`src/hdl/suv_pkg.sv`:
```
package suv_pkg;

    localparam int COORD_BITS_DEF    = 16;
    localparam int CORDIC_STAGES_DEF = 16;

    localparam int DIR_W      = 16;
    localparam int TEX_W      = 16;
    localparam int TURN_W     = 32;
    // Datapath width of the rotators: Q1.15 scaled by 2^16, negated, times CORDIC gain
    localparam int CDC_W      = 36;
    localparam int FRAC_SHIFT = 16;
    localparam int RAD_W      = 32;
    localparam int SQRT_STEPS = 16;
    localparam int MAG_W      = 16;

    typedef logic signed [DIR_W-1:0]  dir_t;
    typedef logic [TEX_W-1:0]         tex_t;
    typedef logic [TURN_W-1:0]        turn_t;
    typedef logic signed [CDC_W-1:0]  cdc_t;
    typedef logic [RAD_W-1:0]         rad_t;

    localparam turn_t HALF_TURN = 32'h8000_0000;

    // atan(2^-i) in turns, Q0.32, rounded to nearest
    function automatic turn_t turn_angle(input int idx);
        turn_t a;
        case (idx)
            0:  a = 32'h2000_0000;
            1:  a = 32'h12E4_051E;
            2:  a = 32'h09FB_385B;
            3:  a = 32'h0511_11D4;
            4:  a = 32'h028B_0D43;
            5:  a = 32'h0145_D7E1;
            6:  a = 32'h00A2_F61E;
            7:  a = 32'h0051_7C55;
            8:  a = 32'h0028_BE53;
            9:  a = 32'h0014_5F2F;
            10: a = 32'h000A_2F98;
            11: a = 32'h0005_17CC;
            12: a = 32'h0002_8BE6;
            13: a = 32'h0001_45F3;
            14: a = 32'h0000_A2FA;
            15: a = 32'h0000_517D;
            16: a = 32'h0000_28BE;
            17: a = 32'h0000_145F;
            18: a = 32'h0000_0A30;
            19: a = 32'h0000_0518;
            20: a = 32'h0000_028C;
            21: a = 32'h0000_0146;
            22: a = 32'h0000_00A3;
            23: a = 32'h0000_0051;
            24: a = 32'h0000_0029;
            25: a = 32'h0000_0014;
            26: a = 32'h0000_000A;
            27: a = 32'h0000_0005;
            28: a = 32'h0000_0003;
            29: a = 32'h0000_0001;
            30: a = 32'h0000_0001;
            default: a = '0;
        endcase
        return a;
    endfunction

endpackage

```
`src/hdl/suv_cordic_cell.sv`:
```
module suv_cordic_cell #(
    parameter int STAGE = 0,
    parameter int PW    = 1
) (
    input  logic           aclk,
    input  logic           aresetn,
    input  logic           ce,
    input  logic           vld_in,
    input  suv_pkg::cdc_t  x_in,
    input  suv_pkg::cdc_t  y_in,
    input  suv_pkg::turn_t ang_in,
    input  logic [PW-1:0]  pay_in,
    output logic           vld_out,
    output suv_pkg::cdc_t  x_out,
    output suv_pkg::cdc_t  y_out,
    output suv_pkg::turn_t ang_out,
    output logic [PW-1:0]  pay_out
);
    import suv_pkg::*;

    localparam turn_t STEP_ANG = turn_angle(STAGE);

    cdc_t          xs;
    cdc_t          ys;
    cdc_t          x_next;
    cdc_t          y_next;
    turn_t         ang_next;
    logic          vld_reg;
    cdc_t          x_reg;
    cdc_t          y_reg;
    turn_t         ang_reg;
    logic [PW-1:0] pay_reg;

    // Rotate towards the x axis: direction follows the sign of y (zero counts as negative)
    always_comb begin
        xs = x_in >>> STAGE;
        ys = y_in >>> STAGE;
        if (!y_in[CDC_W-1] && (y_in != '0)) begin
            x_next   = x_in + ys;
            y_next   = y_in - xs;
            ang_next = ang_in + STEP_ANG;
        end else begin
            x_next   = x_in - ys;
            y_next   = y_in + xs;
            ang_next = ang_in - STEP_ANG;
        end
    end

    always_ff @(posedge aclk) begin
        if (!aresetn) begin
            vld_reg <= 1'b0;
        end else if (ce) begin
            vld_reg <= vld_in;
        end
    end

    always_ff @(posedge aclk) begin
        if (ce) begin
            x_reg   <= x_next;
            y_reg   <= y_next;
            ang_reg <= ang_next;
            pay_reg <= pay_in;
        end
    end

    assign vld_out = vld_reg;
    assign x_out   = x_reg;
    assign y_out   = y_reg;
    assign ang_out = ang_reg;
    assign pay_out = pay_reg;

endmodule

```
`config.mk`:
```
export PLATFORM = sky130hd
export DESIGN_NAME = suv_cordic_cell
export DESIGN_NICKNAME = d
export VERILOG_FILES = /design/src/hdl/suv_pkg.sv /design/src/hdl/suv_cordic_cell.sv
export SDC_FILE = /design/constraint.sdc
export NUM_CORES = 1
export LEC_CHECK = 0
export BUFFER_PORTS_ARGS = -buffer_cell sky130_fd_sc_hd__buf_2
export CORE_MARGIN = 5
export CORE_UTILIZATION = 50
export DETAILED_ROUTE_END_ITERATION = 8
export GPL_ROUTABILITY_DRIVEN = 0
export GPL_TIMING_DRIVEN = 1
export PLACE_DENSITY = 0.75
export SYNTH_ARGS = -nofsm -noshare
export SYNTH_HDL_FRONTEND = slang
export SYNTH_SLANG_ARGS = --single-unit
```
`constraint.sdc`:
```
create_clock -name aclk -period 2.9 [get_ports aclk]
set_input_delay 0.58 -clock aclk [delete_from_list [all_inputs] [get_ports aclk]]
set_output_delay 0.58 -clock aclk [all_outputs]
set_load 0.02 [all_outputs]
```
# Word-level counts from Yosys, hierarchy flattened
# Index checks and enable logic that the tools add are counted.
dict set report totals {
  register_bits 106
  output_inout_bits 106
  elab_cells 16
  in_bits 109
}
dict set report classes {
  mux 3
  n_reduce_logical 3
  add_sub_neg 5
}
# operator n
set ops {}
lappend ops {{2-to-1 mux 36 bit} 2}
lappend ops {{subtractor 36 bit} 2}
lappend ops {{adder 36 bit} 1}
lappend ops {{nonzero test 36 bit} 1}
lappend ops {{adder 32 x 30 -> 32 bit, second input constant} 1}
lappend ops {{2-to-1 mux 32 bit} 1}
lappend ops {{subtractor 32 x 30 -> 32 bit, second input constant} 1}
lappend ops {{logical AND 1 bit} 1}
lappend ops {{logical NOT 1 bit} 1}

# Longest topological paths before layout
# Gate-level depths: netlist of the first run.
dict set report depth {
  depth_word 3
  ltp_mapped 12
  mapped_depth_nobuf 12
}

# Least setup slack after synthesis of the first run
# OpenSTA, ideal clock, no wires.
dict set report synth_path {
  path_kind {input to register}
  from {input port x_in[2]}
  to {register x_reg[20], in the netlist x_out[20], data pin}
  setup_ns 0.267
  path_stages 12
  t_arrival_ns 2.855
  slack_ns -0.223
  required_ns 2.633
  path_buffers 1
  cell_sequence {inv_1 ha_1 buf_4 o21bai_1 a2111oi_4 nor2_2 or3_4 a221o_1 a211oi_2 nor2_1 o31a_1 xnor2_1}
}
dict set report synth_between {
  elab_chain_cells 2
  elab_cells_between_ends 3
  cone_classes {add/sub (2); mux (1)}
}
# element line
set synth_lines {}
lappend synth_lines {{start, declared} suv_cordic_cell.sv:9} ;# input suv_pkg::cdc_t x_in,
lappend synth_lines {{subtractor 36 bit / adder 36 bit (equally long branches)} {suv_cordic_cell.sv:43, suv_cordic_cell.sv:39}}
lappend synth_lines {{2-to-1 mux 36 bit *} suv_cordic_cell.sv:38} ;# if (!y_in[CDC_W-1] && (y_in != '0)) begin
lappend synth_lines {{net x_next[20]} suv_cordic_cell.sv:25} ;# cdc_t x_next;
lappend synth_lines {{end signal, assigned} suv_cordic_cell.sv:59} ;# x_reg <= x_next;
lappend synth_lines {{end, declared} suv_cordic_cell.sv:29} ;# cdc_t x_reg;
# Mark *: on every way through the listed nets, which the timed path passes. The rest lies on a longest branch.
# A chain may end at the register's enable or synchronous reset.

# Final worst setup path of the first run
dict set report layout_path {
  from {input port x_in[0]}
  to {register y_reg[20], in the netlist y_out[20], data pin}
}
dict set report layout_between {
  elab_chain_cells 2
  elab_cells_between_ends 3
  cone_classes {add/sub (2); mux (1)}
}
# element line
set layout_lines {}
lappend layout_lines {{adder 36 bit / subtractor 36 bit (equally long branches)} {suv_cordic_cell.sv:44, suv_cordic_cell.sv:40}}
lappend layout_lines {{2-to-1 mux 36 bit *} suv_cordic_cell.sv:38}
lappend layout_lines {{net y_next[20]} suv_cordic_cell.sv:26} ;# cdc_t y_next;
lappend layout_lines {{end signal, assigned} suv_cordic_cell.sv:60} ;# y_reg <= y_next;
lappend layout_lines {{end, declared} suv_cordic_cell.sv:30} ;# cdc_t y_reg;
# Marks and branches as above.

==> results of run 1 <==
## power by group through the flow
stage          registers [uW]  logic [uW]  clock network (uW)
6_report                 2010        2780                1340
3_3_place_gp             2040        2510                   0
2_1_floorplan            2330        1130                   0
3_5_place_dp             2040        2560                   0
4_1_cts                  2010        2620                1370
5_1_grt                  2030        2950                1430
## routing by layer
metal | vias to the layer above | track usage | routed length, um
met2 | 710 | 0.482 | 15700
met1 | 4972 | 0.373 | 13300
met3 | 137 | 0.0542 | 3670
met4 | 0 | 0.120 | 1530
li1 | 4907 | - | -
met5 | - | 0 | 0
## flip-flops by register name, summed over array words and instances, names as in the netlist
register  count
vld_out       1
ang_out      32
pay_out       1
x_out        36
y_out        35
## critical path, cell delays in order
cell and delay (ns):
buf_8 0.10, ha_4 0.15, inv_2 0.05, fa_2 0.23
o21bai_4 0.08, a2111oi_4 0.39, nor2_2 0.07, or3_4 0.37
a221o_1 0.35, a211oi_2 0.23, nor2_1 0.08, o31a_1 0.32
xnor2_1 0.13
## metrics by stage
stage,std cells,total power [uW]
final,1837,6140
after global routing,1837,6410
after CTS,1831,6010
after detailed placement,1811,4600
after global placement,1811,4550
after floorplan,1105,3460
## layout by cell type (no fill, tap or decap), types with 15 or more instances in the layout
cell type and count:
nor3_1 20, o21bai_1 19, ha_1 96, inv_1 98, edfxtp_1 104, a21oi_1 123
xnor2_1 63, nand2_1 62, nor2_1 87, a21o_1 15, buf_2 208, buf_4 283
o21ai_0 62, nor2b_1 17
## how the worst min path moves through the flow
stage               start           to  depth (start not counted)
2_1_floorplan     vld_out      vld_out                          2
3_3_place_gp      vld_out      vld_out                          2
3_5_place_dp      vld_out      vld_out                          2
4_1_cts        ang_in[18]  ang_out[18]                          1
5_1_grt        ang_in[18]  ang_out[18]                          1
6_report       ang_in[18]  ang_out[18]                          1
## cells by family after synthesis
family,count (synthesis),share of synthesized area
adder cells (fa/ha/maj),113,0.150
multiplexers,14,0.0146
AO/OA/AOI/OAI,360,0.235
XOR/XNOR,71,0.0647
buffers and inverters,159,0.0644
AND/OR/NAND/NOR,283,0.144
flip-flops,105,0.327
## cell type report
| class | count | area, um2 |
|---|---|---|
| multi-input cells | 841 | 6430 |
| fillers | 1347 | 4780 |
| repair buffers | 505 | 3400 |
| flip-flops and latches | 105 | 3140 |
| inverters | 110 | 432 |
| well taps | 260 | 325 |
| clock buffers | 9 | 225 |
| clock inverters | 7 | 100 |
## timing repair
action | in CTS | in global routing
pin swaps | 23 | 40
gates resized for setup | 35 | 74
setup endpoints to repair | 17 | 36
endpoints found under the hold margin | 0 | 0
setup buffers | 5 | 7
==> results.toml, run 1 <==
[cells_and_area]
final_area_mm2 = 0.0141
drive_gt1_frac = 0.396
syn_to_final_growth_pct = 46.2
final_core_util = 0.746
nNetsFinal = 1794
antennaDiodeCount = 0

[worst_setup_path]
endpoint = "y_out[20]"
cp-start-kind = "primary input"
crit_arrival_ns = 3.14
path_class = "in2reg"
endpoint_kind = "register"
cp_max_fo = 3
worstReg2RegEnd = "vld_out"
rr_startpoint = "vld_out"
ff2ff_path_depth = 2
worst-r2r-setup-slack_ns = 2.31
cp.required_ns = 3.02
startpoint = "x_in[0]"

[clock_tree]
insertion_delay_ns = 0.36
cts_hold_buf = 0
cts_tree = "yes"
clkSlewWorstSetupHoldPaths_ns = 0.08
cts_buffer_depth = 2
root_buffer = "clkbuf_16"
clock-sinks = 105
cts_made_buffers = 9
htree_levels = 3

[synthesis]
synthTopCellsByCount = "139 x a21oi_1, 109 x ha_1, 104 x edfxtp_1, 104 x inv_1, 89 x nor2_1"
ys.flop_type = "edfxtp_1"
ys_types = 79
synth_most_common_cell = "a21oi_1"
seq_area_frac_synth = 0.327
ys_top_cells_by_area = "edfxtp_1 32%, ha_1 14%, a21oi_1 7.2%, xnor2_1 5.7%, inv_1 4.1%"
ys_seq_elements = 105
yosys_warnings = 0
async_flop_share = 0
synth_top_area_share = 0.325
syn_avg_cell_area_um2 = 8.70
synth_fp_nets = 1327
synth_area_mm2 = 0.00961
synth.largest_area_cell = "edfxtp_1"
netlist_instances = 1105
synth_enable_flop_cells = 104

[detailed_routing]
routedWlPerCell_um = 18.6
viasPerCell = 5.84
vias = 10726
drc = 0
ant_nets = 0
routed_wl_um = 34200
first_pass_iters = 6
first_iter_violations = 1260

[power]
pwr-share-seq = 0.328
pwr-share-comb = 0.453
swShare = 0.373
power.share.clock = 0.219
internal-power_uw = 3850
p_per_area_mw_per_mm2 = 437
leakage_uw = 0.00643
ir_drop_uv = 299
switchingPower_uw = 2290

[floorplan]
fp.dieW_um = 149
die_h_um = 149
initial_utilization = 0.510
ios = 215
num_rows = 50
die_area_mm2 = 0.0221
core_mm2 = 0.0188

[sta]
fin_crit_ns = 3.03
timing.hold.ws_ns = 0.382
tightest_slew_ns = 0.849
final_max_slew_viol_count = 0
fin_crit_sh = 1.04
rsz0062_at_grt = "yes"
tns_ns = -0.457
relSlewSlack = 0.429
finalHoldViolCount = 0
timing.fmax_mhz = 331
setup_viol = 5
fin_skew_ns = 0
setup_slack_ns = -0.126

[grt]
grt_max_degree = 48
grt_pass1_wl_um = 52100
grt_pass1_vias = 10537
antenna_found_initial = 0
grt.overflow.total = 0
grt_usage = 0.291

[run]
cap_violations = 0

[placed_design]
post-place-ws_ns = -0.563
port_buffers = 214
placed_cell_area_mm2 = 0.0131
place_hpwl_um = 26600

[run_status]
violations = "setup timing"
status = "finished with violations"

[worst_hold_path]
min_path_type = "in2reg"
Power figures use the tool's default switching activity.
==> run 2: changes to the inputs <==
CORE_MARGIN = default   (was 5)
==> run 2 against run 1 <==
Compared with the run above:
- the flow still finishes with violations (setup timing)
- clock power down 4%
- sequential power about the same
- die area down 10%
- flip-flop and latch count unchanged
- wire length down 3.1%
- fmax down 0.93%
- highest routed layer unchanged
- count of clock-buffer cells in the layout unchanged
- non-clock buffer count up 12
- critical path type unchanged
- utilization about the same
- worst hold slack better by 0.0016 ns
- critical path depth unchanged
- sequential share of layout area up 0.088 points
==> results.toml, run 2 (synthesis results as in run 1) <==
[run_status]
status = "finished with violations"
violations = "setup timing"

[worst_setup_path]
critPathBufInv = 2
cp.required_ns = 3.01
path_depth = 13
cp_max_fo = 3
crit_arrival_ns = 3.17
endpoint_kind = "register"
slowest_stage = "a2111oi_4"
cp_common_cell = "nor2_2"
ff2ff_path_depth = 2
critPathTopFamily = "compound AO/OA/AOI/OAI gates"
slowest_delay_ns = 0.44
path_class = "in2reg"
rr_startpoint = "vld_out"
startpoint = "x_in[0]"
cp-start-kind = "primary input"
crit_path_cell_trace = "buf_8 -> ha_4 -> inv_2 -> fa_2 -> o21bai_4 -> a2111oi_4 -> nor2_2 -> or3_4 -> a221o_1 -> a211oi_2 -> nor2_2 -> o31a_1 -> xnor2_1"

[sta]
finalHoldViolCount = 0
timing.hold.ws_ns = 0.384
timing.fmax_mhz = 327
fin_crit_sh = 1.05
relSlewSlack = 0.590
fin_skew_ns = 0
tns_ns = -0.511
final_max_slew_viol_count = 0
rsz0062_at_grt = "yes"
fin_crit_ns = 3.05
setup_slack_ns = -0.154
setup_viol = 9
tightest_slew_ns = 0.608

[power]
internal-power_uw = 3830
pwr-share-seq = 0.331
switchingPower_uw = 2240
p_per_area_mw_per_mm2 = 434
power.share.clock = 0.213
ir_drop_uv = 303
swShare = 0.369
leakage_uw = 0.00648
pwr-share-comb = 0.456

[clock_tree]
clock-sinks = 105
root_buffer = "clkbuf_16"
clkSlewWorstSetupHoldPaths_ns = 0.07
cts_hold_buf = 0
htree_levels = 3
insertion_delay_ns = 0.36
cts_made_buffers = 9
cts_buffer_depth = 2
cts_tree = "yes"

[floorplan]
ios = 215
initial_utilization = 0.512
die_h_um = 141
core_mm2 = 0.0188
num_rows = 50
fp.dieW_um = 141
die_area_mm2 = 0.0198

[cells_and_area]
seq_area_mm2 = 0.00314
syn_to_final_growth_pct = 45.6
nNetsFinal = 1806
largest_reg_flops = 36
drive_gt1_frac = 0.395
multi_input_area_mm2 = 0.00634
antennaDiodeCount = 0
mostFrequentLayoutCell = "buf_4"
num-fill-cells = 1344
most-common-layout-cells = "295 x buf_4, 206 x buf_2, 127 x a21oi_1"

[worst_hold_path]
hold_depth = 1
min_path_type = "in2reg"
hold_start = "ang_in[8]"

[grt]
grt_max_degree = 66
grt_pass1_wl_um = 49600
grt_pass1_vias = 10013
antenna_found_initial = 0
grt.overflow.total = 0
grt_usage = 0.319

[run]
cap_violations = 0

[detailed_routing]
routedWlPerCell_um = 18.2
drc = 0
routed_wl_um = 33100
viasPerCell = 5.89
first_pass_iters = 6
vias = 10733
first_iter_violations = 1217
ant_nets = 0

[placed_design]
place_hpwl_um = 25500
port_buffers = 214
==> run 2: changes by cell type in the layout (fill, tap and decap cells not counted), moves of 3 or more <==
cell / delta
o21ai_2: -3
a21oi_4: -4
a21oi_1: +4
nor4_2: -3
buf_4: +12
==> run 2: final cells by class <==
class                   count  area share
flip-flops and latches    105       0.225
well taps                 234      0.0209
clock buffers               9      0.0161
inverters                 110      0.0308
repair buffers            517       0.250
clock inverters             7     0.00527
multi-input cells         841       0.453
==> run 2: path summary, 6_finish.rpt <==
check        slack, ns          to
max              -0.15   y_out[20]
min               0.38  ang_out[8]
max reg2reg       2.31     vld_out
min reg2reg       0.52     vld_out
==> run 2: stage by stage <==
stage               total power [uW]  instance area (um2)  cells  setup slack (ns)   util
global route                    6320                14000   1823            -0.245  0.746
global placement                4540                13100   1785            -0.576  0.699
floorplan                       3460                 9760   1105            -0.189      -
CTS                             5930                13600   1807            -0.115  0.724
detailed placement              4580                13100   1785            -0.614  0.699
finish                          6070                14000   1823            -0.154  0.746
==> run 2: what timing repair did <==
action / in CTS / in global routing
setup endpoints to repair: 22 / 29
resized for setup: 26 / 71
pin swaps: 12 / 39
setup buffers: 6 / 18
==> run 2: worst register-to-register path: stages (launching register included) <==
cell and delay (ns):
dfxtp_1 0.31, mux2i_1 0.12, nor2b_1 0.06
==> run 2: power by group through the flow <==
stage	clock network, uW	logic [uW]	registers (uW)
after floorplan	0	1130	2330
after global placement	0	2500	2040
after detailed placement	0	2540	2040
after CTS	1310	2600	2010
after global routing	1360	2930	2030
final	1290	2770	2010
==> run 2: layer usage <==
| metal | track usage | up-vias | wire [um] |
|---|---|---|---|
| met5 | 0 | - | 0 |
| met4 | 0.137 | 0 | 1340 |
| met3 | 0.0571 | 130 | 3310 |
| met2 | 0.530 | 710 | 15400 |
| met1 | 0.407 | 4966 | 13100 |
| li1 | - | 4927 | - |
==> run 3: changes to the inputs <==
ABC_AREA = 1   (was default)
ABC_CLOCK_PERIOD_IN_PS = 2900   (was default)
PLACE_DENSITY = 0.73   (was 0.75)
==> run 3 against run 2 <==
Compared with the run above:
- the run now ends clean
- non-clock buffer count decreased by 252
- combinational power decreased by 9.0%
- global-route usage decreased by 1.2 points
==> results.toml, run 3 <==
[power]
p_per_area_mw_per_mm2 = 430
leakage_uw = 0.00714
ir_drop_uv = 385

[placed_design]
place_hpwl_um = 31400
port_buffers = 214
dp_cells = 2225

[cells_and_area]
nNetsFinal = 2173
final_core_util = 0.590
largest_reg_flops = 36
drive_gt1_frac = 0.190
antennaDiodeCount = 0
final_cells = 2241
most-common-layout-cells = "528 x nand2_1, 276 x inv_1, 213 x buf_2"
syn_to_final_growth_pct = 15.6
mostFrequentLayoutCell = "nand2_1"

[clock_tree]
cts_made_buffers = 9
insertion_delay_ns = 0.35
clock-sinks = 105
clkSlewWorstSetupHoldPaths_ns = 0.08
htree_levels = 3
cts_buffer_depth = 2
root_buffer = "clkbuf_16"
cts_setup_buffers = 0
cts_resized = 0
cts_hold_buf = 0
cts_tree = "yes"

[grt]
antenna_found_initial = 0
grt_usage = 0.306
grt_pass1_wl_um = 56400
grt_pass1_vias = 11030
grt.overflow.total = 0
grt_max_degree = 45

[synthesis]
synthTopCellsByCount = "528 x nand2_1, 276 x inv_1, 149 x nand3_1"
ys_seq_elements = 105
yosys_warnings = 0
synth_enable_flop_cells = 104
synth_area_mm2 = 0.0116
syn_avg_cell_area_um2 = 6.73
ys_types = 41
synth.largest_area_cell = "edfxtp_1"
ys_top_cells_by_area = "edfxtp_1 27%, nand2_1 17%, ha_1 12%, inv_1 8.9%, nand3_1 6.4%"
ys.flop_type = "edfxtp_1"
synth_fp_nets = 1945
synth_most_common_cell = "nand2_1"
seq_area_frac_synth = 0.271
async_flop_share = 0
synth_top_area_share = 0.269
netlist_instances = 1723

[detailed_routing]
first_pass_iters = 6
routedWlPerCell_um = 16.4
vias = 12016
ant_nets = 0
first_iter_violations = 1237
routed_wl_um = 36700
drc = 0
viasPerCell = 5.36

[sta]
tns_ns = 0
timing.fmax_mhz = 386
fin_skew_ns = 0
fin_crit_sh = 0.892
final_max_slew_viol_count = 0
setup_viol = 0
finalHoldViolCount = 0
fin_crit_ns = 2.59
tightest_slew_ns = 0.577
relSlewSlack = 0.615
rsz0062_at_grt = "no"

[run_status]
status = "finished, final reports clean"

[floorplan]
fp.dieW_um = 154
die_h_um = 154
die_area_mm2 = 0.0238
initial_utilization = 0.511
num_rows = 55
core_mm2 = 0.0227
ios = 215

[worst_setup_path]
worst-r2r-setup-slack_ns = 2.26
path_class = "in2reg"
ff2ff_path_depth = 2
crit_arrival_ns = 2.70
cp-start-kind = "primary input"
cp.required_ns = 3.02
cp_max_fo = 8
worstReg2RegEnd = "vld_out"
crit_path_cell_trace = "buf_2 -> inv_1 -> ha_1 -> a21oi_1 -> nand2_1 -> a21oi_1 -> nand3_1 -> nand2_1 -> nand3_1 -> nand3_1 -> nand2_1"
slowest_stage = "a21oi_1"
rr_startpoint = "vld_out"
endpoint_kind = "register"
slowest_delay_ns = 0.44

[worst_hold_path]
holdPathEnd = "ang_out[22]"
hold_depth = 1
hold_start = "ang_in[22]"
min_path_type = "in2reg"

[run]
cap_violations = 0
-- run 3: changes by cell type after synthesis, sizes merged, moves of 12 or more --
cell	change
xnor2	-60
inv	+185
a21oi	-27
xor2	+38
buf	+27
nor2b	-19
o211ai	-12
nand3	+141
clkbuf	-28
nor2	+49
nand2	+489
mux2i	-14
a211oi	-14
-- run 3: worst max path at each step --
| stage | start | endpoint | slack, ns | cells after the start |
|---|---|---|---|---|
| global placement | x_in[14] | x_out[35] | 0.03 | 11 |
| finish | x_in[14] | x_out[35] | 0.31 | 11 |
| global route | x_in[16] | x_out[35] | 0.13 | 11 |
| CTS | x_in[6] | x_out[23] | 0.38 | 14 |
| floorplan | y_in[3] | ang_out[31] | 0.56 | 13 |
| detailed placement | x_in[6] | x_out[23] | 0.007 | 14 |
-- run 3: worst max-delay path, delay by kind of cell --
family	cells	cell delay (ns)
fa+ha+maj	1	0.43
simple gates	6	0.73
compound gates	2	0.82
buf+inv	2	0.15
-- run 3: power by group --
group          switching (uW)  total (uW)  internal [uW]
logic                    1710        2520            810
registers                54.4        1970           1910
clock network             598        1280            680
-- run 3: final cells by class --
cell class              count  area (um2)
repair buffers            265        1520
clock inverters             7        77.6
inverters                 293        1100
flip-flops and latches    105        3140
multi-input cells        1277        6990
clock buffers               9         225
fillers                  2231        9300
well taps                 285         357
-- run 3: logic make-up after synthesis --
logic type | synth area share
adders and majority gates | 0.125
DFF | 0.271
xor gates and xnor gates | 0.0370
AOI/OAI and AO/OA | 0.107
buffers and inverters | 0.127
and+or+nand+nor | 0.333
-- run 3: layer usage --
| layer | vias up | global-route usage | part of all wire |
|---|---|---|---|
| met5 | - | 0 | 0 |
| met4 | 0 | 0.111 | 0.033 |
| met3 | 68 | 0.0580 | 0.12 |
| met2 | 666 | 0.462 | 0.41 |
| met1 | 5364 | 0.435 | 0.44 |
| li1 | 5918 | - | - |
-- run 3: through the flow --
stage	total power [uW]	setup slack (ns)	area, um2	hold WS [ns]
floorplan	3620	0.559	11600	0.606
global placement	4410	0.0307	13100	0.518
detailed placement	4450	0.00736	13100	0.524
CTS	5730	0.383	13400	0.385
global route	6060	0.126	13400	0.387
finish	5760	0.312	13400	0.395
