$ cat config.mk
export PLATFORM = sky130hd
export DESIGN_NAME = suv_sqrt_cell
export DESIGN_NICKNAME = d
export VERILOG_FILES = /design/src/hdl/suv_pkg.sv /design/src/hdl/suv_sqrt_cell.sv
export SDC_FILE = /design/constraint.sdc
export NUM_CORES = 1
export LEC_CHECK = 0
export BUFFER_PORTS_ARGS = -buffer_cell sky130_fd_sc_hd__buf_2
export CORE_UTILIZATION = 44
export CTS_CLUSTER_SIZE = 24
export DETAILED_ROUTE_END_ITERATION = 8
export PLACE_DENSITY = 0.7
export SLEW_MARGIN = 5
export SYNTH_ARGS = -nofsm -noshare
export SYNTH_HDL_FRONTEND = slang
export SYNTH_SLANG_ARGS = --single-unit
$ cat constraint.sdc
create_clock -name aclk -period 3.5 [get_ports aclk]
set_input_delay 0.35 -clock aclk [delete_from_list [all_inputs] [get_ports aclk]]
set_output_delay 0.35 -clock aclk [all_outputs]
set_load 0.02 [all_outputs]
$ cat src/hdl/suv_pkg.sv
package suv_pkg;

    localparam int COORD_BITS_DEF    = 16;
    localparam int CORDIC_STAGES_DEF = 16;

    localparam int DIR_W      = 16;
    localparam int TEX_W      = 16;
    localparam int TURN_W     = 32;
    // Datapath width of the rotators: Q1.15 scaled by 2^16, negated, times CORDIC gain
    localparam int CDC_W      = 36;
    localparam int FRAC_SHIFT = 16;
    localparam int RAD_W      = 32;
    localparam int SQRT_STEPS = 16;
    localparam int MAG_W      = 16;

    typedef logic signed [DIR_W-1:0]  dir_t;
    typedef logic [TEX_W-1:0]         tex_t;
    typedef logic [TURN_W-1:0]        turn_t;
    typedef logic signed [CDC_W-1:0]  cdc_t;
    typedef logic [RAD_W-1:0]         rad_t;

    localparam turn_t HALF_TURN = 32'h8000_0000;

    // atan(2^-i) in turns, Q0.32, rounded to nearest
    function automatic turn_t turn_angle(input int idx);
        turn_t a;
        case (idx)
            0:  a = 32'h2000_0000;
            1:  a = 32'h12E4_051E;
            2:  a = 32'h09FB_385B;
            3:  a = 32'h0511_11D4;
            4:  a = 32'h028B_0D43;
            5:  a = 32'h0145_D7E1;
            6:  a = 32'h00A2_F61E;
            7:  a = 32'h0051_7C55;
            8:  a = 32'h0028_BE53;
            9:  a = 32'h0014_5F2F;
            10: a = 32'h000A_2F98;
            11: a = 32'h0005_17CC;
            12: a = 32'h0002_8BE6;
            13: a = 32'h0001_45F3;
            14: a = 32'h0000_A2FA;
            15: a = 32'h0000_517D;
            16: a = 32'h0000_28BE;
            17: a = 32'h0000_145F;
            18: a = 32'h0000_0A30;
            19: a = 32'h0000_0518;
            20: a = 32'h0000_028C;
            21: a = 32'h0000_0146;
            22: a = 32'h0000_00A3;
            23: a = 32'h0000_0051;
            24: a = 32'h0000_0029;
            25: a = 32'h0000_0014;
            26: a = 32'h0000_000A;
            27: a = 32'h0000_0005;
            28: a = 32'h0000_0003;
            29: a = 32'h0000_0001;
            30: a = 32'h0000_0001;
            default: a = '0;
        endcase
        return a;
    endfunction

endpackage

$ cat src/hdl/suv_sqrt_cell.sv
module suv_sqrt_cell #(
    parameter int STEP = 0,
    parameter int PW   = 1
) (
    input  logic          aclk,
    input  logic          aresetn,
    input  logic          ce,
    input  logic          vld_in,
    input  suv_pkg::rad_t n_in,
    input  suv_pkg::rad_t res_in,
    input  logic [PW-1:0] pay_in,
    output logic          vld_out,
    output suv_pkg::rad_t n_out,
    output suv_pkg::rad_t res_out,
    output logic [PW-1:0] pay_out
);
    import suv_pkg::*;

    localparam int   BIT_POS = RAD_W - 2 - 2 * STEP;
    localparam rad_t BIT_VAL = rad_t'(1) << BIT_POS;

    logic [RAD_W:0] trial;
    rad_t           n_next;
    rad_t           res_next;
    logic           vld_reg;
    rad_t           n_reg;
    rad_t           res_reg;
    logic [PW-1:0]  pay_reg;

    // One digit of the restoring square root
    always_comb begin
        trial = {1'b0, res_in} + {1'b0, BIT_VAL};
        if ({1'b0, n_in} >= trial) begin
            n_next   = n_in - trial[RAD_W-1:0];
            res_next = (res_in >> 1) + BIT_VAL;
        end else begin
            n_next   = n_in;
            res_next = res_in >> 1;
        end
    end

    always_ff @(posedge aclk) begin
        if (!aresetn) begin
            vld_reg <= 1'b0;
        end else if (ce) begin
            vld_reg <= vld_in;
        end
    end

    always_ff @(posedge aclk) begin
        if (ce) begin
            n_reg   <= n_next;
            res_reg <= res_next;
            pay_reg <= pay_in;
        end
    end

    assign vld_out = vld_reg;
    assign n_out   = n_reg;
    assign res_out = res_reg;
    assign pay_out = pay_reg;

endmodule

== After elaboration in Yosys (flattened, before gate mapping) ==
Index checks and enable logic that the tools add are counted.
Storage, ports and cells
  input port bits: 69
  flip-flop bits (word level): 66
Cells by class
  multiplexer cells: 2
  $add $sub $neg: 3
  magnitude comparators: 1
Operators with widths (count)
  $add A32 B31 Y33 const B: 1
  $ge A32 B33 Y1: 1
  $add A31 B31 Y32 const B: 1
  $mux W32: 1
  $sub A32 B32 Y32: 1
  $mux W31: 1

== Logic depth before layout (Yosys ltp) ==
Gate-level depths: netlist (run 1).
  word-level depth: 3
  depth in mapped cells: 13

== Worst setup path after synthesis (run 1) ==
OpenSTA, ideal clock, no wires.
  kind: in2reg
  from: input res_in[21]
  to: register n_reg[14] (netlist: n_out[14]) (data pin)
  data required time: 3.238 ns
  arrival: 2.349 ns
  cell stages on the path: 11
  slack: 0.888 ns
  path through: inv_1 ha_1 buf_2 and3_1 a221o_1 a21oi_1 o2111ai_1 o21ai_2 o211a_1 buf_6 mux2_1
On the way
  word-level cells in the longest chain between the ends: 3
Ends and longest elaborated chain
  start, declared: line suv_sqrt_cell.sv:10  | input suv_pkg::rad_t res_in,
  $add A32 B31 Y33: line suv_sqrt_cell.sv:32  | trial = {1'b0, res_in} + {1'b0, BIT_VAL};
  $ge A32 B33 Y1: line suv_sqrt_cell.sv:33  | if ({1'b0, n_in} >= trial) begin
  $mux W32: line suv_sqrt_cell.sv:33
  net n_next[14]: line suv_sqrt_cell.sv:23  | rad_t n_next;
  end signal, assigned: line suv_sqrt_cell.sv:52  | n_reg <= n_next;
  end, declared: line suv_sqrt_cell.sv:26  | rad_t n_reg;
The timed path passes the listed nets, and every way through them passes these cells.
A chain may end at the register's enable or synchronous reset.

== Worst setup path after layout (run 1) ==
  from: input n_in[0]
  to: register n_reg[30] (netlist: n_out[30]) (data pin)
On the way
  word-level cells in the longest chain between the ends: 2
  elaborated cells on any way between the ends: 3
  those cells by class: 1 x add/sub; 1 x order compare; 1 x mux
Ends and longest elaborated chain
  start, declared: line suv_sqrt_cell.sv:9  | input suv_pkg::rad_t n_in,
  $sub A32 B32 Y32 / $ge A32 B33 Y1 (equally long branches): line suv_sqrt_cell.sv:34, suv_sqrt_cell.sv:33
  $mux W32 *: line suv_sqrt_cell.sv:33
  net n_next[30]: line suv_sqrt_cell.sv:23
The timed path passes the listed nets; every way through them passes the cells marked *.

==> summary.md, run 1 <==
| Metric | Value |
|---|---|
| Leak | `2.41 nW` |
| Clk buf depth | `2` |
| Wire length per cell | `between 10 and 15 µm` |
| Worst Hold Class | `in2reg` |
| Hold Path End | `res_out[28]` |
| Number of global-route vias before repair | `between 3000 and 4000` |
| RSZ-0062 raised after global routing | `false` |
| Setup ws final | `0.844 ns` |
| Nets | `679` |
| Multi-input combinational cell area | `2070 µm²` |
| Drt via density | `5.23` |
| P per Cell Area | `445 nW/µm²` |
| Syn avg cell area | `9.77 µm²` |
| Pins Over Slew Limit | `0` |
| DP Wirelength | `just under 8000 µm` |
| Worst-Margin Slew | `roughly 0.84 ns` |
| Hold Startpoint | `res_in[29]` |
| R2r worst-path depth | `2` |
| Cell row count | `35` |
| Hold Path Depth | `1` |
| Core area | `9370 µm²` |
| Setup TNS | `0 ns` |
| CTS buffer count | `9` |
| Clock-pin slew on the worst setup and hold paths | `0.08 ns` |
| Outcome | `complete, no violations` |
| Die ar. | `10200 µm²` |
| Worst reg2reg startpoint | `vld_out` |
| Net Count, Synth | `544` |
| RePlAce Congestion | `0.879` |
| Initial antenna violation count | `0` |
| Initial DRC Count | `146` |
| CP arrival | `2.75 ns` |
| Antenna-violating nets left | `0` |
| VDD IR max | `between 0.0002 and 0.00025 V` |
| TritonCTS clock tree | `done` |
| Seq/Total Area, Yosys | `45.8%` |
| # hold bufs at CTS | `0` |
| Chip height | `101 µm` |
| Drt pass-1 iters | `4` |
| Setup Fix Bufs, Post-CTS | `0` |
| Port bufs | `134` |
| Width of the chip | `around 100 µm` |
| Non-Filler Instances | `710` |
| Post-Syn Area | `~4300 µm²` |
| Slew HR | `between 40% and 50%` |
| Share of cells above drive strength 1 | `around 27%` |
| Post-synthesis to final-layout area growth | `21.9%` |
| # H-tree levels | `3` |
| Fin crit period | `2.66 ns` |
| Setup WS pre-CTS | `0.496 ns` |
| Distinct cell type count after synthesis | `47` |
| Final worst-path cycle share | `75.9%` |
| Ports | `135` |
| Largest net degree at the start of global routing | `67` |
| WS Path Type | `in2reg` |
| Register area | `1970 µm²` |
| WP data required | `3.60 ns` |
| Initial core utilization | `46.0%` |
| Root buffer cell | `clkbuf_8` |
| Flop2flop setup slack | `2.90 ns` |
| YS warnings | `0` |
| Final hold violation count | `0` |
| Startpoint Class | `input port` |
| Via count | `3714` |
| Drt drc | `0` |
| Peak Freq | `377 MHz` |
| Fill cell count | `891` |
| Final Power | `2.34 mW` |
| Post-Synthesis Cells | `441` |
| Crit. End Element | `flop` |
| Final Skew | `0 ns` |
| First-pass GRT wire length | `between 15000 and 20000 µm` |
| PostCTS Resize Cnt | `0` |
| Setup violators final | `0` |
| Max-Cap Viols | `0` |
| ANT cells | `0` |
| Placed cell count | `694` |
| Gr ovfl total | `0` |
| # clock sinks | `66` |
| CP max FO | `4` |
| Critical R2R Capture | `vld_out` |
| GRT Util Overall | `20.4%` |
| Worst-Skew Late Latency | `between 0.3 and 0.4 ns` |
| Yosys reg bits | `66` |
| DRT Wirelength | `10000 µm` |
[power by group]
part           internal, mW  switching, mW  total (mW)  leakage, nW
Combinational         0.267          0.447       0.714         1.68
Clock                 0.323          0.302       0.626       0.0874
Sequential            0.980         0.0197       0.999        0.643
Total                  1.57          0.770        2.34         2.41
[synthesized netlist by cell type (all sizes together)]
cell / count / share of area, %
o21a: 3 / 0.52
dfxtp: 1 / 0.46
nor2: 17 / 1.5
nand3: 8 / 0.93
o2111ai: 3 / 0.61
nor3: 7 / 0.81
o211ai: 7 / 1.2
a31oi: 5 / 0.73
a211o: 1 / 0.20
nand3b: 1 / 0.17
a21o: 12 / 2.1
o21ai: 43 / 5.1
mux2i: 1 / 0.23
edfxtp: 65 / 45
buf: 15 / 2.6
o41ai: 1 / 0.20
nor2b: 5 / 0.73
a311o: 1 / 0.23
and3: 4 / 0.58
nand4: 5 / 0.73
xnor2: 14 / 2.8
a211oi: 5 / 0.87
a21oi: 39 / 4.6
xor2: 13 / 2.6
o22ai: 2 / 0.29
and2: 4 / 0.58
nor3b: 1 / 0.17
o31ai: 3 / 0.52
inv: 40 / 3.5
a21boi: 2 / 0.35
o221ai: 1 / 0.20
o21bai: 5 / 0.87
fa: 1 / 0.46
mux2: 1 / 0.26
a221o: 1 / 0.23
or2: 1 / 0.15
o211a: 2 / 0.46
or3: 1 / 0.15
ha: 33 / 9.6
nand2b: 6 / 0.87
nand2: 60 / 5.2
o311a: 1 / 0.23
[cells in the final DEF, fill, tap and decap left out, types with 6 or more instances in the layout]
cell type    n
buf_2      134
edfxtp_1    65
nand2_1     60
inv_1       40
a21oi_1     38
ha_1        33
o21ai_1     28
nor2_1      17
o21ai_0     14
xnor2_1     14
xor2_1      13
a21o_1      12
clkbuf_8     9
nand3_1      8
o211ai_1     7
nor3_1       7
nand2b_1     6
[through the flow]
step	hold slack (ns)	util, %	area, µm²
CTS	0.176	56.0	5250
detailed placement	0.521	54.1	5070
global route	0.176	56.0	5250
finish	0.186	56.0	5250
global placement	0.492	54.1	5070
floorplan	0.449	-	4310
[per-layer routing]
metal	routed length, µm	up-vias	part of all wire [%]	global-route usage, %
met1	4810	1721	48	27.2
met3	580	20	5.8	3.68
met2	4410	108	44	32.6
met4	213	0	2.1	8.81
met5	0	-	0	0
li1	-	1865	-	-
[cell type report]
| class | count | area share (%) |
|---|---|---|
| inverters | 40 | 2.86 |
| flip-flops and latches | 66 | 37.6 |
| multi-input cells | 320 | 39.5 |
| well taps | 129 | 3.07 |
| clock inverters | 6 | 1.10 |
| repair buffers | 139 | 13.5 |
| clock buffers | 10 | 2.43 |
[cell families after synthesis]
family | count (synthesis) | synth area share, %
DFF | 66 | 45.8
buffers and inverters | 55 | 6.07
adders and majority gates | 34 | 10.0
muxes | 2 | 0.494
AOI/OAI and AO/OA | 137 | 19.5
xor gates and xnor gates | 27 | 5.49
and+or+nand+nor | 120 | 12.6
[how the worst max path moves through the flow]
| stage | from | to | slack (ns) | cells after the start |
|---|---|---|---|---|
| after global routing | n_in[0] | n_out[30] | 0.59 | 12 |
| after global placement | n_in[0] | n_out[30] | 0.54 | 12 |
| after detailed placement | n_in[20] | n_out[21] | 0.50 | 10 |
| after floorplan | res_in[21] | n_out[14] | 0.89 | 11 |
| after CTS | n_in[20] | n_out[31] | 0.84 | 11 |
| final | n_in[0] | n_out[30] | 0.84 | 12 |
[worst max-delay path, cell delays in order]
cell and delay, ns:
buf_2 0.09, inv_1 0.04, ha_1 0.21, fa_1 0.40, nand2b_1 0.18, a21oi_1 0.26
o211ai_1 0.21, a211oi_1 0.30, o22ai_1 0.20, o31ai_1 0.31, xnor2_1 0.16, o21ai_1 0.07
[flip-flops by register name (all words and copies together) (netlist names)]
signal and count:
n_out 32, res_out 32, pay_out 1, vld_out 1
No activity file was read; power rests on OpenSTA's default activity.
==> run 2, diff against run 1 <==
--- a/config.mk
+++ b/config.mk
@@ -5,11 +5,12 @@
 export SDC_FILE = /design/constraint.sdc
 export NUM_CORES = 1
 export LEC_CHECK = 0
+export ABC_AREA = 1
 export BUFFER_PORTS_ARGS = -buffer_cell sky130_fd_sc_hd__buf_2
 export CORE_UTILIZATION = 44
 export CTS_CLUSTER_SIZE = 24
 export DETAILED_ROUTE_END_ITERATION = 8
-export PLACE_DENSITY = 0.7
+export PLACE_DENSITY = 0.71
 export SLEW_MARGIN = 5
 export SYNTH_ARGS = -nofsm -noshare
 export SYNTH_HDL_FRONTEND = slang
==> constraint.sdc (replaced) <==
create_clock -name aclk -period 2.4 [get_ports aclk]
set_input_delay 0.24 -clock aclk [delete_from_list [all_inputs] [get_ports aclk]]
set_output_delay 0.24 -clock aclk [all_outputs]
set_load 0.02 [all_outputs]
==> summary.md, run 2 <==
| Metric | Value |
|---|---|
| Logic pwr share | `30.8% (+0.3 points)` |
| Setup TNS | `0 ns (unchanged)` |
| # hold bufs at CTS | `0 (unchanged)` |
| EDFF count, synth | `65 (unchanged)` |
| Seq/Total Area, Yosys | `38.6% (-7.1 points)` |
| Commonest non-fill, non-tap cell in the layout | `nand2_1` |
| Most frequent cells in the layout | `nand2_1 (300), inv_1 (154), buf_2 (134), edfxtp_1 (65), nor2_1 (37)` |
| WS Path Type | `in2reg` |
| Final Skew | `0 ns (unchanged)` |
| Synth async-reset ratio | `0% (unchanged)` |
| Met3 Usage GRT | `4.09% (+0.41 points)` |
| Setup WS pre-CTS | `0.0482 ns (-0.448 ns)` |
| RSZ-0062 raised after global routing | `false` |
| Internal | `2.66 mW (+69%)` |
| # H-tree levels | `3 (unchanged)` |
| Non-Filler Instances | `1021 (+44%)` |
| Antenna-violating nets left | `0 (unchanged)` |
| Post-Syn Area | `5100 µm² (+19%)` |
| GR Util met1 | `30.0% (+2.8 points)` |
| Setup Fix Bufs, Post-CTS | `0 (unchanged)` |
| Yosys reg bits | `66 (unchanged)` |
| CP arrival | `2.09 ns (-0.66 ns)` |
| Wire length per cell | `12.5 µm (-11%)` |
| Drt pass-1 iters | `5 (+1)` |
| GRT Util Overall | `22.4% (+2.0 points)` |
| # clock sinks | `66 (unchanged)` |
| Initial antenna violation count | `0 (unchanged)` |
| Synth top cells by count | `nand2_1 (300), inv_1 (154), edfxtp_1 (65)` |
| First-pass GRT wire length | `20300 µm (+26%)` |
| Clock share of power | `32.5% (+5.8 points)` |
| Fill cell count | `1103 (+24%)` |
| VDD IR max | `0.000430 V (+88%)` |
| TritonCTS clock tree | `done` |
| Slew HR | `72.5% (+29 points)` |
| Nets | `979 (+44%)` |
| Ports | `135 (unchanged)` |
| ANT cells | `0 (unchanged)` |
| Root buffer cell | `clkbuf_16` |
| Main synth FF type | `edfxtp_1` |
| CTS buffer count | `9 (unchanged)` |
| Startpoint Class | `input port` |
| Drt via density | `4.61 (-12%)` |
| Setup ws final | `0.396 ns (-0.448 ns)` |
| YS warnings | `0 (unchanged)` |
| Final hold violation count | `0 (unchanged)` |
| Core area | `11100 µm² (+18%)` |
| Final worst-path cycle share | `between 80% and 90%` |
| Worst-Margin Slew | `0.411 ns (-0.432 ns)` |
| Gr ovfl total | `0 (unchanged)` |
| P per Cell Area | `632 nW/µm² (+42%)` |
| Width of the chip | `110 µm (+8.7%)` |
| Via count | `4702 (+27%)` |
| DP Wirelength | `10200 µm (+33%)` |
| Die ar. | `12000 µm² (+18%)` |
| Chip height | `110 µm (+8.7%)` |
| Crit. End Element | `flop` |
| Pins Over Slew Limit | `0 (unchanged)` |
| Drt drc | `0 (unchanged)` |
| Synth area leader | `edfxtp_1` |
| Setup violators final | `0 (unchanged)` |
| Met2 usage | `37.0% (+4.4 points)` |
| Fin crit period | `2.00 ns` |
| Max-Cap Viols | `0 (unchanged)` |
| Post-DP Area | `6020 µm² (+19%)` |
| Outcome | `complete, no violations` |
| Initial DRC Count | `204 (+40%)` |
| Syn avg cell area | `7.04 µm² (-28%)` |
| Final Power | `3.98 mW (+70%)` |
| Post-synthesis to final-layout area growth | `23.5%` |
| DRT Wirelength | `12800 µm (+28%)` |
| Register share of total power | `36.7% (-6.0 points)` |
| GR peak layer | `met2` |
| RePlAce Congestion | `0.944 (+7.4%)` |
| CP max FO | `21 (+17)` |
| Worst Hold Class | `in2reg` |
| PostCTS Resize Cnt | `0 (unchanged)` |
| NetSw | `1.33 mW (+73%)` |
| Worst-Skew Late Latency | `0.33 ns (about the same)` |
| Largest net degree at the start of global routing | `68 (+1.5%)` |
| Post-synth top area share | `38.2% (-7.1 points)` |
| Top-count cell post-synth | `nand2_1` |
| Placed cell count | `1005 (+45%)` |
| Fin area | `6300 µm² (+20%)` |
| Post-Synthesis Cells | `725 (+64%)` |
| Ranking of synthesized cells by area | `edfxtp_1 (38%), nand2_1 (22%), inv_1 (11%)` |
| Number of global-route vias before repair | `4415 (+26%)` |
| Final hold slack | `0.0879 ns (-0.0980 ns)` |
| Clk buf depth | `2 (unchanged)` |
| Net Count, Synth | `828 (+52%)` |
| Peak Freq | `~500 MHz` |
| Sw Ratio | `33.3% (+0.43 points)` |
| Clock-pin slew on the worst setup and hold paths | `0.06 ns (-0.02 ns)` |
| Final core utilization | `56.9% (+0.87 points)` |
| Port bufs | `134 (unchanged)` |
| Distinct cell type count after synthesis | `28 (-40%)` |
| Leak | `3.56 nW (+48%)` |
| Initial core utilization | `46.1% (+0.11 points)` |
| WP data required | `2.48 ns (-1.12 ns)` |
| Cell row count | `38 (+8.6%)` |
| Share of cells above drive strength 1 | `21.0% (-5.9 points)` |
[run 2: path summary, 6_finish.rpt]
check / startpoint / to / slack (ns) / cells past startpoint
min: pay_in / pay_out / 0.09 / 1
min reg2reg: vld_out / vld_out / 0.54 / 2
max: res_in[30] / n_out[1] / 0.40 / 15
max reg2reg: vld_out / vld_out / 1.77 / 2
[run 2: kinds of logic (layout without fill, tap and decap cells)]
kind of cell | count (synthesis) | count (layout) | synth area share [%]
AOI/OAI and AO/OA | 27 | 27 | 2.70
xor gates and xnor gates | 14 | 14 | 2.40
and+or+nand+nor | 422 | 422 | 35.0
DFF | 66 | 66 | 38.6
adders and majority gates | 34 | 34 | 8.48
buffers and inverters | 162 | 318 | 12.8
[run 2: area by class of cell]
class / instances / area (µm²) / area share, %
inverter: 155 / 584 / 9.27
clock inverter: 6 / 57.6 / 0.913
tap: 140 / 175 / 2.78
timing repair buffer: 147 / 806 / 12.8
sequential: 66 / 1970 / 31.3
multi-input combinational: 497 / 2480 / 39.3
clock buffer: 10 / 229 / 3.63
[run 2: power groups by stage]
stage | Combinational (mW) | Clock [mW] | Sequential, mW
floorplan | 0.649 | 0 | 1.66
global placement | 1.21 | 0 | 1.48
detailed placement | 1.23 | 0 | 1.49
CTS | 1.23 | 1.31 | 1.47
global route | 1.38 | 1.36 | 1.48
finish | 1.23 | 1.29 | 1.46
[run 2: routing by layer]
layer / part of all wire (%) / wire, µm / vias up
met3: 5.9 / 758 / 15
met1: 47 / 6050 / 2032
li1: - / - / 2517
met2: 46 / 5820 / 138
met5: 0 / 0 / -
met4: 1.2 / 154 / 0
[run 2: critical path, stage by stage]
cell and delay, ns:
buf_2 0.12, ha_1 0.27, inv_1 0.04, ha_1 0.29, inv_1 0.11, nor2_1 0.06
nand2_1 0.06, o21ai_0 0.08, a21oi_1 0.13, nand2_1 0.07, nor2_2 0.19, nand2_8 0.12
buf_12 0.17, nand2_1 0.07, o21ai_0 0.07
==> run 3, diff against run 2 <==
==> constraint.sdc (replaced) <==
create_clock -name aclk -period 1.8 [get_ports aclk]
set_input_delay 0.18 -clock aclk [delete_from_list [all_inputs] [get_ports aclk]]
set_output_delay 0.18 -clock aclk [all_outputs]
set_load 0.02 [all_outputs]
==> summary.md, run 3 (same netlist as run 2, synthesis figures left out) <==
| Metric | Value |
|---|---|
| WS Path Type | `in2reg` |
| CTS buffer count | `9 (unchanged)` |
| Port bufs | `134 (unchanged)` |
| Number of global-route vias before repair | `4690 (+6.2%)` |
| Initial antenna violation count | `0 (unchanged)` |
| Logic pwr share | `37.4% (+6.6 points)` |
| GRT Util Overall | `23.8% (+1.4 points)` |
| Die ar. | `12000 µm² (unchanged)` |
| TritonCTS clock tree | `done` |
| Nets | `1081 (+10%)` |
| Peak Freq | `569 MHz` |
| Setup Fix Bufs, Post-CTS | `0 (unchanged)` |
| Clk buf depth | `2 (unchanged)` |
| Pins Over Slew Limit | `0 (unchanged)` |
| Share of cells above drive strength 1 | `36.5% (+16 points)` |
| Non-Filler Instances | `1123 (+10%)` |
| Setup violators final | `0 (unchanged)` |
| First-pass GRT wire length | `21700 µm (+6.5%)` |
| # H-tree levels | `3 (unchanged)` |
| Worst-Skew Late Latency | `0.33 ns (about the same)` |
| Clock-pin slew on the worst setup and hold paths | `0.06 ns (about the same)` |
| NetSw | `1.97 mW (+49%)` |
| Cell row count | `38 (unchanged)` |
| Placed cell count | `1104 (+9.9%)` |
| Crit. End Element | `flop` |
| Drt drc | `0 (unchanged)` |
| Internal | `3.74 mW (+41%)` |
| WP data required | `1.88 ns (-0.60 ns)` |
| DRT Wirelength | `14400 µm (+12%)` |
| Most frequent cells in the layout | `nand2_1 (280), inv_1 (152), buf_2 (132), buf_4 (108), edfxtp_1 (65)` |
| Width of the chip | `110 µm (unchanged)` |
| P per Cell Area | `761 nW/µm² (+20%)` |
| Initial core utilization | `46.1% (unchanged)` |
| Final core utilization | `67.8% (+11 points)` |
| Final worst-path cycle share | `97.6%` |
| Fin crit period | `1.76 ns` |
| Worst-Margin Slew | `0.376 ns (-0.0347 ns)` |
| Final Power | `5.71 mW (+43%)` |
| # clock sinks | `66 (unchanged)` |
| Final hold violation count | `0 (unchanged)` |
| Wire length per cell | `12.8 µm (+2.1%)` |
| Chip height | `110 µm (unchanged)` |
| VDD IR max | `0.000497 V (+16%)` |
| Antenna-violating nets left | `0 (unchanged)` |
| Slew HR | `74.9% (+2.4 points)` |
| Register share of total power | `34.2% (-2.5 points)` |
| Initial DRC Count | `285 (+40%)` |
| Drt via density | `4.63 (+0.59%)` |
| Clock share of power | `28.4% (-4.1 points)` |
| ANT cells | `0 (unchanged)` |
| Root buffer cell | `clkbuf_16` |
| Fin area | `7510 µm² (+19%)` |
| DP Wirelength | `10700 µm (+4.0%)` |
| RSZ-0062 raised after global routing | `true` |
| Largest net degree at the start of global routing | `68 (unchanged)` |
| Startpoint Class | `input port` |
| Ports | `135 (unchanged)` |
| # hold bufs at CTS | `0 (unchanged)` |
| Gr ovfl total | `0 (unchanged)` |
| Post-synthesis to final-layout area growth | `47.1%` |
| CP arrival | `1.83 ns (-0.26 ns)` |
| Core area | `11100 µm² (unchanged)` |
| Leak | `4.13 nW (+16%)` |
| Drt pass-1 iters | `5 (unchanged)` |
| Outcome | `complete, no violations` |
| Commonest non-fill, non-tap cell in the layout | `nand2_1` |
| Worst Hold Class | `in2reg` |
| CP max FO | `7 (-67%)` |
| RePlAce Congestion | `0.937 (-0.72%)` |
| Max-Cap Viols | `0 (unchanged)` |
| Final Skew | `0 ns (unchanged)` |
| Sw Ratio | `34.6% (+1.2 points)` |
| Via count | `5202 (+11%)` |
| Post-DP Area | `6780 µm² (+13%)` |
run 3: per-stage QoR:
step / setup WS [ns] / hold slack, ns / TNS (ns)
global route: -0.0318 / 0.0236 / -0.411
floorplan: -0.108 / 0.273 / -2.90
detailed placement: -0.374 / 0.359 / -11.50
global placement: -0.359 / 0.357 / -10.27
finish: 0.0430 / 0.0192 / 0
CTS: 0.00406 / 0.0146 / 0
run 3: area by class of cell:
class | instances | area (µm²)
fill | 970 | 3570
clock inverter | 5 | 31.3
inverter | 155 | 603
multi-input combinational | 497 | 2860
timing repair buffer | 249 | 1630
sequential | 66 | 1970
clock buffer | 11 | 233
tap | 140 | 175
run 3: final timing paths:
| kind | from | end | slack, ns | cells after the start |
|---|---|---|---|---|
| worst max register to register | vld_out | vld_out | 1.17 | 2 |
| worst max-delay path | res_in[30] | n_out[1] | 0.04 | 13 |
| worst min register to register | vld_out | vld_out | 0.54 | 2 |
| worst min-delay path | pay_in | pay_out | 0.02 | 1 |
run 3: repair_timing:
action / CTS / global route
cloned: 0 / 3
endpoints found under the setup margin: 10 / 34
resized for setup: 2 / 92
pin swaps: 1 / 13
run 3: power groups by stage:
stage / registers, mW / logic [mW] / clock network [mW]
after floorplan: 2.22 / 0.876 / 0
after global placement: 1.98 / 1.87 / 0
after detailed placement: 1.98 / 1.90 / 0
after CTS: 1.95 / 1.91 / 1.65
after global routing: 1.97 / 2.36 / 1.70
final: 1.95 / 2.14 / 1.62
run 3: critical path, stage by stage:
cell       delay, ns
buf_8           0.10
ha_4            0.26
inv_4           0.03
ha_4            0.26
inv_4           0.05
nor3_4          0.14
nand2_2         0.11
buf_6           0.13
a21oi_4         0.12
nor2_4          0.06
nand2_8         0.15
clkbuf_16       0.18
o21ai_1         0.06
run 3: layer usage:
metal | routed length, µm | vias to the layer above | track usage, %
met4 | 182 | 0 | 6.67
met5 | 0 | - | 0
met2 | 6850 | 145 | 39.6
met1 | 6650 | 2322 | 32.3
li1 | - | 2722 | -
met3 | 681 | 13 | 3.44
